<file path="config.mk">
export PLATFORM = sky130hd
export DESIGN_NAME = utf8_to_numeric_char_ref
export DESIGN_NICKNAME = d
export VERILOG_FILES = /design/src/rtl/core/u2ncr_pkg.sv /design/src/rtl/core/utf8_to_numeric_char_ref.sv
export SDC_FILE = /design/constraint.sdc
export NUM_CORES = 1
export LEC_CHECK = 0
export ABC_AREA = 1
export BUFFER_PORTS_ARGS = -buffer_cell sky130_fd_sc_hd__buf_4
export CORE_MARGIN = 10
export CORE_UTILIZATION = 38
export DETAILED_ROUTE_END_ITERATION = 7
export GPL_TIMING_DRIVEN = 0
export PLACE_DENSITY_LB_ADDON = 0.05
export SLEW_MARGIN = 25
export SYNTH_ARGS = -nofsm -noshare
export SYNTH_HDL_FRONTEND = slang
export SYNTH_SLANG_ARGS = --single-unit
</file>
<file path="constraint.sdc">
create_clock -name clk -period 8.4 [get_ports clk]
set_clock_uncertainty 0.05 [all_clocks]
set_input_delay 0.84 -clock clk [delete_from_list [all_inputs] [get_ports clk]]
set_output_delay 0.84 -clock clk [all_outputs]
set_load 0.005 [all_outputs]
</file>
<file path="src/rtl/core/u2ncr_pkg.sv">
// shared types and constants for the utf-8 to numeric character reference converter
`default_nettype none
package u2ncr_pkg;

  localparam int unsigned CP_W     = 21;
  localparam int unsigned DIGITS   = 7;
  localparam int unsigned BCD_W    = 4 * DIGITS;

  localparam logic [7:0] CHAR_AMP  = 8'h26;
  localparam logic [7:0] CHAR_HASH = 8'h23;
  localparam logic [7:0] CHAR_SEMI = 8'h3B;
  localparam logic [7:0] CHAR_ZERO = 8'h30;

  localparam logic [7:0] MASK_LEAD2 = 8'h1F;
  localparam logic [7:0] MASK_LEAD3 = 8'h0F;
  localparam logic [7:0] MASK_LEAD4 = 8'h07;

  typedef struct packed {
    logic [7:0] in_byte;
    logic       end_of_text;
  } in_word_t;

  typedef struct packed {
    logic [7:0] out_char;
    logic       last_of_run;
    logic       bad_input;
    logic       text_done;
  } out_word_t;

endpackage
`default_nettype wire

</file>
<file path="src/rtl/core/utf8_to_numeric_char_ref.sv">
// utf-8 byte stream to decimal numeric character reference converter
//
// usage: in_data carries one utf-8 byte and an end-of-text flag per word,
// out_data carries one output character per word; both channels use
// valid/ready. an ascii byte comes back as one word from the output
// register. a lead or middle byte of a sequence gives no word. the closing byte
// of a sequence starts a bit-serial binary to bcd conversion of all 21 bits
// with one shared add-3/shift step, then a leading zero skip that keeps at least
// one digit, then '&', '#', the digits and ';' at one word per cycle while
// out_ready is high, 4 to 10 words in all.
// errors (stray continuation, lead f8..ff, sequence cut by end of text) give
// one word with bad_input set and the byte echoed.
// in_ready is low while a conversion or emission is under way, and also
// while the output register holds a word that the receiver has not taken.
// a stalled receiver simply holds the output word; nothing is lost.
// reset (rst, synchronous) clears the partial code point and empties the
// output register.
`default_nettype none
module utf8_to_numeric_char_ref
  import u2ncr_pkg::*;
(
  input  wire logic      clk,
  input  wire logic      rst,
  input  wire logic      in_valid,
  output logic           in_ready,
  input  wire in_word_t  in_data,
  output logic           out_valid,
  input  wire logic      out_ready,
  output out_word_t      out_data
);

  localparam int unsigned CNT_W = $clog2(CP_W);
  localparam int unsigned ND_W  = $clog2(DIGITS + 1);

  typedef enum logic [2:0] {
    S_IDLE,
    S_CONV,
    S_SKIP,
    S_AMP,
    S_HASH,
    S_DIG,
    S_SEMI
  } state_t;

  state_t            state;
  logic [CP_W-1:0]   cp;
  logic [1:0]        expect_cnt;
  logic [CP_W-1:0]   bin;
  logic [BCD_W-1:0]  bcd;
  logic [CNT_W-1:0]  cnt;
  logic [ND_W-1:0]   ndig;
  logic              eot_hold;

  logic              out_free;
  logic              accept;
  logic [BCD_W-1:0]  bcd_adj;
  logic [CP_W-1:0]   cp_cont;
  logic [1:0]        expect_dec;
  logic [3:0]        top_digit;

  assign out_free   = !out_valid || out_ready;
  assign in_ready   = (state == S_IDLE) && out_free;
  assign accept     = in_valid && in_ready;
  assign cp_cont    = {cp[CP_W-7:0], in_data.in_byte[5:0]};
  assign expect_dec = expect_cnt - 2'd1;
  assign top_digit  = bcd[BCD_W-1 -: 4];

  // add 3 to every bcd digit of 5 or more
  always_comb begin
    for (int i = 0; i < DIGITS; i++) begin
      if (bcd[4*i +: 4] >= 4'd5) begin
        bcd_adj[4*i +: 4] = bcd[4*i +: 4] + 4'd3;
      end else begin
        bcd_adj[4*i +: 4] = bcd[4*i +: 4];
      end
    end
  end

  always_ff @(posedge clk) begin
    if (rst) begin
      state      <= S_IDLE;
      cp         <= '0;
      expect_cnt <= '0;
      out_valid  <= 1'b0;
    end else begin
      if (out_ready) begin
        out_valid <= 1'b0;
      end
      case (state)
        S_IDLE: begin
          if (accept) begin
            if (expect_cnt != 2'd0) begin
              if (expect_dec == 2'd0) begin
                bin        <= cp_cont;
                bcd        <= '0;
                cnt        <= '0;
                eot_hold   <= in_data.end_of_text;
                cp         <= '0;
                expect_cnt <= '0;
                state      <= S_CONV;
              end else if (in_data.end_of_text) begin
                cp         <= '0;
                expect_cnt <= '0;
                out_valid  <= 1'b1;
                out_data   <= '{in_data.in_byte, 1'b1, 1'b1, 1'b1};
              end else begin
                cp         <= cp_cont;
                expect_cnt <= expect_dec;
              end
            end else if (!in_data.in_byte[7]) begin
              out_valid <= 1'b1;
              out_data  <= '{in_data.in_byte, 1'b1, 1'b0, in_data.end_of_text};
            end else if (in_data.in_byte[7:6] == 2'b10 ||
                         in_data.in_byte[7:3] == 5'b11111) begin
              out_valid <= 1'b1;
              out_data  <= '{in_data.in_byte, 1'b1, 1'b1, in_data.end_of_text};
            end else if (in_data.end_of_text) begin
              // lead byte cut off by end of text
              out_valid <= 1'b1;
              out_data  <= '{in_data.in_byte, 1'b1, 1'b1, 1'b1};
            end else if (in_data.in_byte[7:5] == 3'b110) begin
              cp         <= CP_W'(in_data.in_byte & MASK_LEAD2);
              expect_cnt <= 2'd1;
            end else if (in_data.in_byte[7:4] == 4'b1110) begin
              cp         <= CP_W'(in_data.in_byte & MASK_LEAD3);
              expect_cnt <= 2'd2;
            end else begin
              cp         <= CP_W'(in_data.in_byte & MASK_LEAD4);
              expect_cnt <= 2'd3;
            end
          end
        end
        S_CONV: begin
          bcd <= {bcd_adj[BCD_W-2:0], bin[CP_W-1]};
          bin <= {bin[CP_W-2:0], 1'b0};
          cnt <= cnt + CNT_W'(1);
          if (cnt == CNT_W'(CP_W - 1)) begin
            ndig  <= ND_W'(DIGITS);
            state <= S_SKIP;
          end
        end
        S_SKIP: begin
          if (top_digit == 4'd0 && ndig > ND_W'(1)) begin
            bcd  <= {bcd[BCD_W-5:0], 4'd0};
            ndig <= ndig - ND_W'(1);
          end else begin
            state <= S_AMP;
          end
        end
        S_AMP: begin
          if (out_free) begin
            out_valid <= 1'b1;
            out_data  <= '{CHAR_AMP, 1'b0, 1'b0, 1'b0};
            state     <= S_HASH;
          end
        end
        S_HASH: begin
          if (out_free) begin
            out_valid <= 1'b1;
            out_data  <= '{CHAR_HASH, 1'b0, 1'b0, 1'b0};
            state     <= S_DIG;
          end
        end
        S_DIG: begin
          if (out_free) begin
            out_valid <= 1'b1;
            out_data  <= '{CHAR_ZERO | {4'h0, top_digit}, 1'b0, 1'b0, 1'b0};
            bcd       <= {bcd[BCD_W-5:0], 4'd0};
            ndig      <= ndig - ND_W'(1);
            if (ndig == ND_W'(1)) begin
              state <= S_SEMI;
            end
          end
        end
        S_SEMI: begin
          if (out_free) begin
            out_valid <= 1'b1;
            out_data  <= '{CHAR_SEMI, 1'b1, 1'b0, eot_hold};
            state     <= S_IDLE;
          end
        end
        default: begin
          state <= S_IDLE;
        end
      endcase
    end
  end

endmodule
`default_nettype wire

</file>
# == Yosys cells after proc, flatten, opt, wreduce, memory -nomap -nowiden ==
# Index checks and enable logic that the tools add are counted.
# totals
word_cells,156
out_inout_bits,13
ff_bits,90
in_bits,13
# classes
reduce_logical,23
bitwise_logic,1
n_eq_ne,28
order_cmp,8
mux,73
add_sub_neg,10
# op_table
operator,count
$mux 28,5
$mux 11,11
$pmux 28 s4,1
$mux 15,6
$mux 21,3
$pmux 11 s5,1
$mux 3,14
$pmux 21 s2,1
$ge 4x3->1 const B,7
$mux 4,7
$add 4x2->4 const B,6
$pmux 3 s7,1
$mux 5,4
$ne 2x2->1 const B,10
$reduce_and 10->1,2
$reduce_and 5->1,4
$mux 2,7
$eq 3x3->1 const B,4
$eq 5x5->1 const B,2
$pmux 5 s2,1
$mux 1,9
$pmux 3 s3,1
$reduce_and 7->1,1
$eq 3x1->1 const B,2
other kinds (24),33

# == Longest topological paths before layout ==
# depth
ltp_word,7
ltp_mapped,12
mapped_depth_nobuf,12

# == Worst setup path before layout ==
# Ideal clock, no wire load.
# synth_timing
kind,in2reg
from,in out_ready
to,"reg bin[0], enable pin"
slack_ps,4824
setup_ps,442
arrival_time_ps,3085
n_path_buf,0
path_stages,6
required_time_ps,7908
cell_sequence,inv_1 -> nand2_1 -> inv_1 -> nor2_2 -> o21ai_0 -> nor3_1
# synth_between
elab_chain_len,5
# synth_lines
item,line,source
from (decl),utf8_to_numeric_char_ref.sv:28,"input wire logic out_ready,"
$logic_or 1x1->1,utf8_to_numeric_char_ref.sv:61,assign out_free = !out_valid || out_ready;
$logic_and 1x1->1,utf8_to_numeric_char_ref.sv:62,assign in_ready = (state == S_IDLE) && out_free;
$logic_and 1x1->1,utf8_to_numeric_char_ref.sv:63,assign accept = in_valid && in_ready;
$ne 2x2->1 (no line),n/a,
$reduce_and 5->1 (no line),n/a,
to (signal assigned),utf8_to_numeric_char_ref.sv:94,bin <= cp_cont;
to (signal assigned),utf8_to_numeric_char_ref.sv:135,"bin <= {bin[CP_W-2:0], 1'b0};"
to (decl),utf8_to_numeric_char_ref.sv:48,logic [CP_W-1:0] bin;
# No other way between the ends.
# A chain may end at the register's enable or synchronous reset.

# == Worst setup path in the final report ==
# layout_timing
from,in rst
to,"reg cnt[2], enable pin"
# layout_between
elab_chain_len,2
# layout_lines
item,line,source
from (decl),utf8_to_numeric_char_ref.sv:23,"input wire logic rst,"
$not 1->1 (no line),n/a,
$reduce_and 5->1 (no line),n/a,
to (signal assigned),utf8_to_numeric_char_ref.sv:136,cnt <= cnt + CNT_W'(1);
to (decl),utf8_to_numeric_char_ref.sv:50,logic [CNT_W-1:0] cnt;
# No other way between the ends.

==> metrics.cfg <==
[clock_tree]
cts_setup_buffers=0
cts_resized=0
insertion_delay_ns=0.34
cts_hold_buf=0
cts-htree-levels=3
cts_root_buffer=clkbuf_16
cts_tree=yes
cts_max_path_buffers=2
cts_buffers=9
clock_sinks=90
cts.clk_slew.worst_paths_ns=0.06

[critical_path]
end_kind=flop
arrival_ns=2.55
startpoint_type=primary input
critPathRequiredTime_ns=8.41
setup.worst_path.class=primary input to flop
worstPathMaxFanout=10

[sta]
max_freq_mhz=393
slew_viol_final=0
holdWs_ns=0.443
worstMarginPinSlew_ns=0.699
hold_violations=0
setup_viol=0
relSlewSlack_pct=53.1
rsz0062_at_grt=false
fin_tns_setup_ns=0
finalCriticalPeriod_ns=2.55
min_period_over_period_pct=30.3

[yosys]
yosys-top-cells-area=edfxtp_1 (43%), dfxtp_1 (8.8%), nand2_1 (8.8%)
synth_area_per_cell_sq_um=8.85
synthAdderAreaFrac_pct=5.22
syn_area_sq_um=4800
async_flop_share_pct=0
yosys.area_share.simple_pct=20.5
synth_top_family_by_area=simple AND/OR/NAND/NOR gates
yosysWarnings=0
yosysTopAreaCell=edfxtp_1
syn_inst=542
ys_types=32
synth_top_area_share_pct=43.2
syn_nets=575
yosysMostFrequentCell=nand2_1
synthMuxAreaShare_pct=0
ys_seq_elements=90
synth_common_cells=nand2_1 (112), o21ai_0 (72), edfxtp_1 (69), inv_1 (69), nor2_1 (47)
yosysSeqAreaShare_pct=52.0
synth-main-ff-cell=edfxtp_1
synth_edf_count=69
synth_compound_area_share_pct=13.0
synth_xor_area_share_pct=1.64

[layout]
fillCellCount=1203
diodes=0
nets=618
drive_gt1_share_pct=17.6
syn_to_final_growth_pct=15.9

[route]
wirelength_um=10800
drt-wirelength-per-cell_um=14.2
drtAntennaViolNets=0
vias=3599
drt-vias-per-instance=4.75
dr.pass1.iters=4
first_iter_violations=241
drc=0

[global_routing]
grt_usage_pct=12.6
grt_max_degree=16
antenna_found_initial=0
grt_overflow=0
grt_pass1_wl_um=18100
first_global_vias=3607

[outcome]
outcome=completed

[power_and_ir_drop]
p_leak_nw=2.33
vdd_drop_max_v=0.000136
powerDensity_nw_per_um2=288

[floorplanning]
fp.dieW_um=132
core_region_area_sq_um=12200
dieHeight_um=132
io_pins=26
start_util_pct=39.4
placementRows=40
dieArea_sq_um=17500

[flow_run]
drv_cap=0

[hold_path]
holdCritPathClass=flop to flop

[placed_design]
port-buffer-count=25
place_congestion=0.821
dp_hpwl_um=7930

## placed cells by master (no fill, tap or decap), types with 3 or more instances in the layout
master / synthesis / layout
xor2_1: 7 / 7
ha_1: 20 / 20
nor3_1: 8 / 5
or2_2: 6 / 6
o22ai_1: 7 / 7
clkbuf_16: 0 / 9
o21ai_1: 4 / 4
a21oi_1: 31 / 31
nand2_2: 6 / 6
nor2_4: 4 / 4
edfxtp_1: 69 / 69
buf_2: 9 / 9
o21ai_0: 72 / 72
nor2_2: 16 / 16
inv_1: 69 / 69
inv_4: 3 / 3
nor2_1: 47 / 47
clkinvlp_4: 0 / 3
nand3_1: 14 / 14
nor3_2: 0 / 3
nand2_1: 112 / 112
dfxtp_1: 21 / 21
buf_4: 0 / 32
## state kept, by name, summed over array words and instances (netlist names)
signal      cells
bcd            28
bin            21
cnt             5
cp             15
eot_hold        1
expect_cnt      2
ndig            3
out_data       11
out_valid       1
state           3
## critical path: stages
cell and delay (ns):
buf_4 0.13, inv_1 0.08, clkbuf_1 0.35, o21ai_0 0.25
nor3_2 0.25, buf_4 0.24, buf_4 0.22, buf_4 0.18
## per-stage QoR
step                setup WS [ns]  std cells  utilization [%]  area [sq um]  total power, mW
finish                       5.85        758             45.7          5560             1.60
global route                 5.65        758             45.7          5560             1.72
CTS                          5.85        758             45.7          5560             1.62
detailed placement           5.47        742             43.3          5260             1.21
global placement             3.60        735             42.7          5190             1.19
floorplan                    4.82        542                -          4800             1.03
## logic make-up (layout without fill, tap and decap cells)
logic type,Yosys count,after routing
AND/OR/NAND/NOR,218,218
AO/OA/AOI/OAI,118,118
flip-flops,90,90
buffers and inverters,87,135
adder cells (fa/ha/maj),20,20
XOR/XNOR,9,9
## area by class of cell
| cell class | instances | area [sq um] | area share (%) |
|---|---|---|---|
| Buffer | 13 | 83.8 | 1.51 |
| Clock inverter | 7 | 70.1 | 1.26 |
| Timing Repair Buffer | 32 | 240 | 4.32 |
| Multi-Input combinational cell | 365 | 1950 | 35.1 |
| Inverter | 74 | 285 | 5.13 |
| Clock buffer | 9 | 225 | 4.05 |
| Sequential cell | 90 | 2490 | 44.8 |
| Tap cell | 168 | 210 | 3.78 |
## report_power, final
part           switching [mW]  leakage (nW)  total [mW]  internal, mW
Clock                   0.176         0.135       0.406         0.230
Combinational           0.352          1.39       0.538         0.186
Sequential             0.0480         0.806       0.656         0.608
Total                   0.576          2.33        1.60          1.02
## routing by layer
layer,track usage [%],share of wire (%)
met5,0,0
met1,16.9,50
met3,2.21,3.3
met2,19.9,45
met4,4.77,1.5
## worst paths after layout
kind	cells past startpoint	slack, ns	startpoint	to
worst min register to register	2	0.44	cp[7]$_SDFFE_PP0P_	cp[7]$_SDFFE_PP0P_
worst max-delay path	8	5.85	rst	cnt[2]$_SDFFCE_PN0P_
worst max register to register	9	5.88	expect_cnt[0]$_SDFFE_PP0P_	bcd[2]$_DFFE_PP_
worst min-delay path	2	0.44	cp[7]$_SDFFE_PP0P_	cp[7]$_SDFFE_PP0P_
Note: power is estimated with default switching activity, not from simulation.
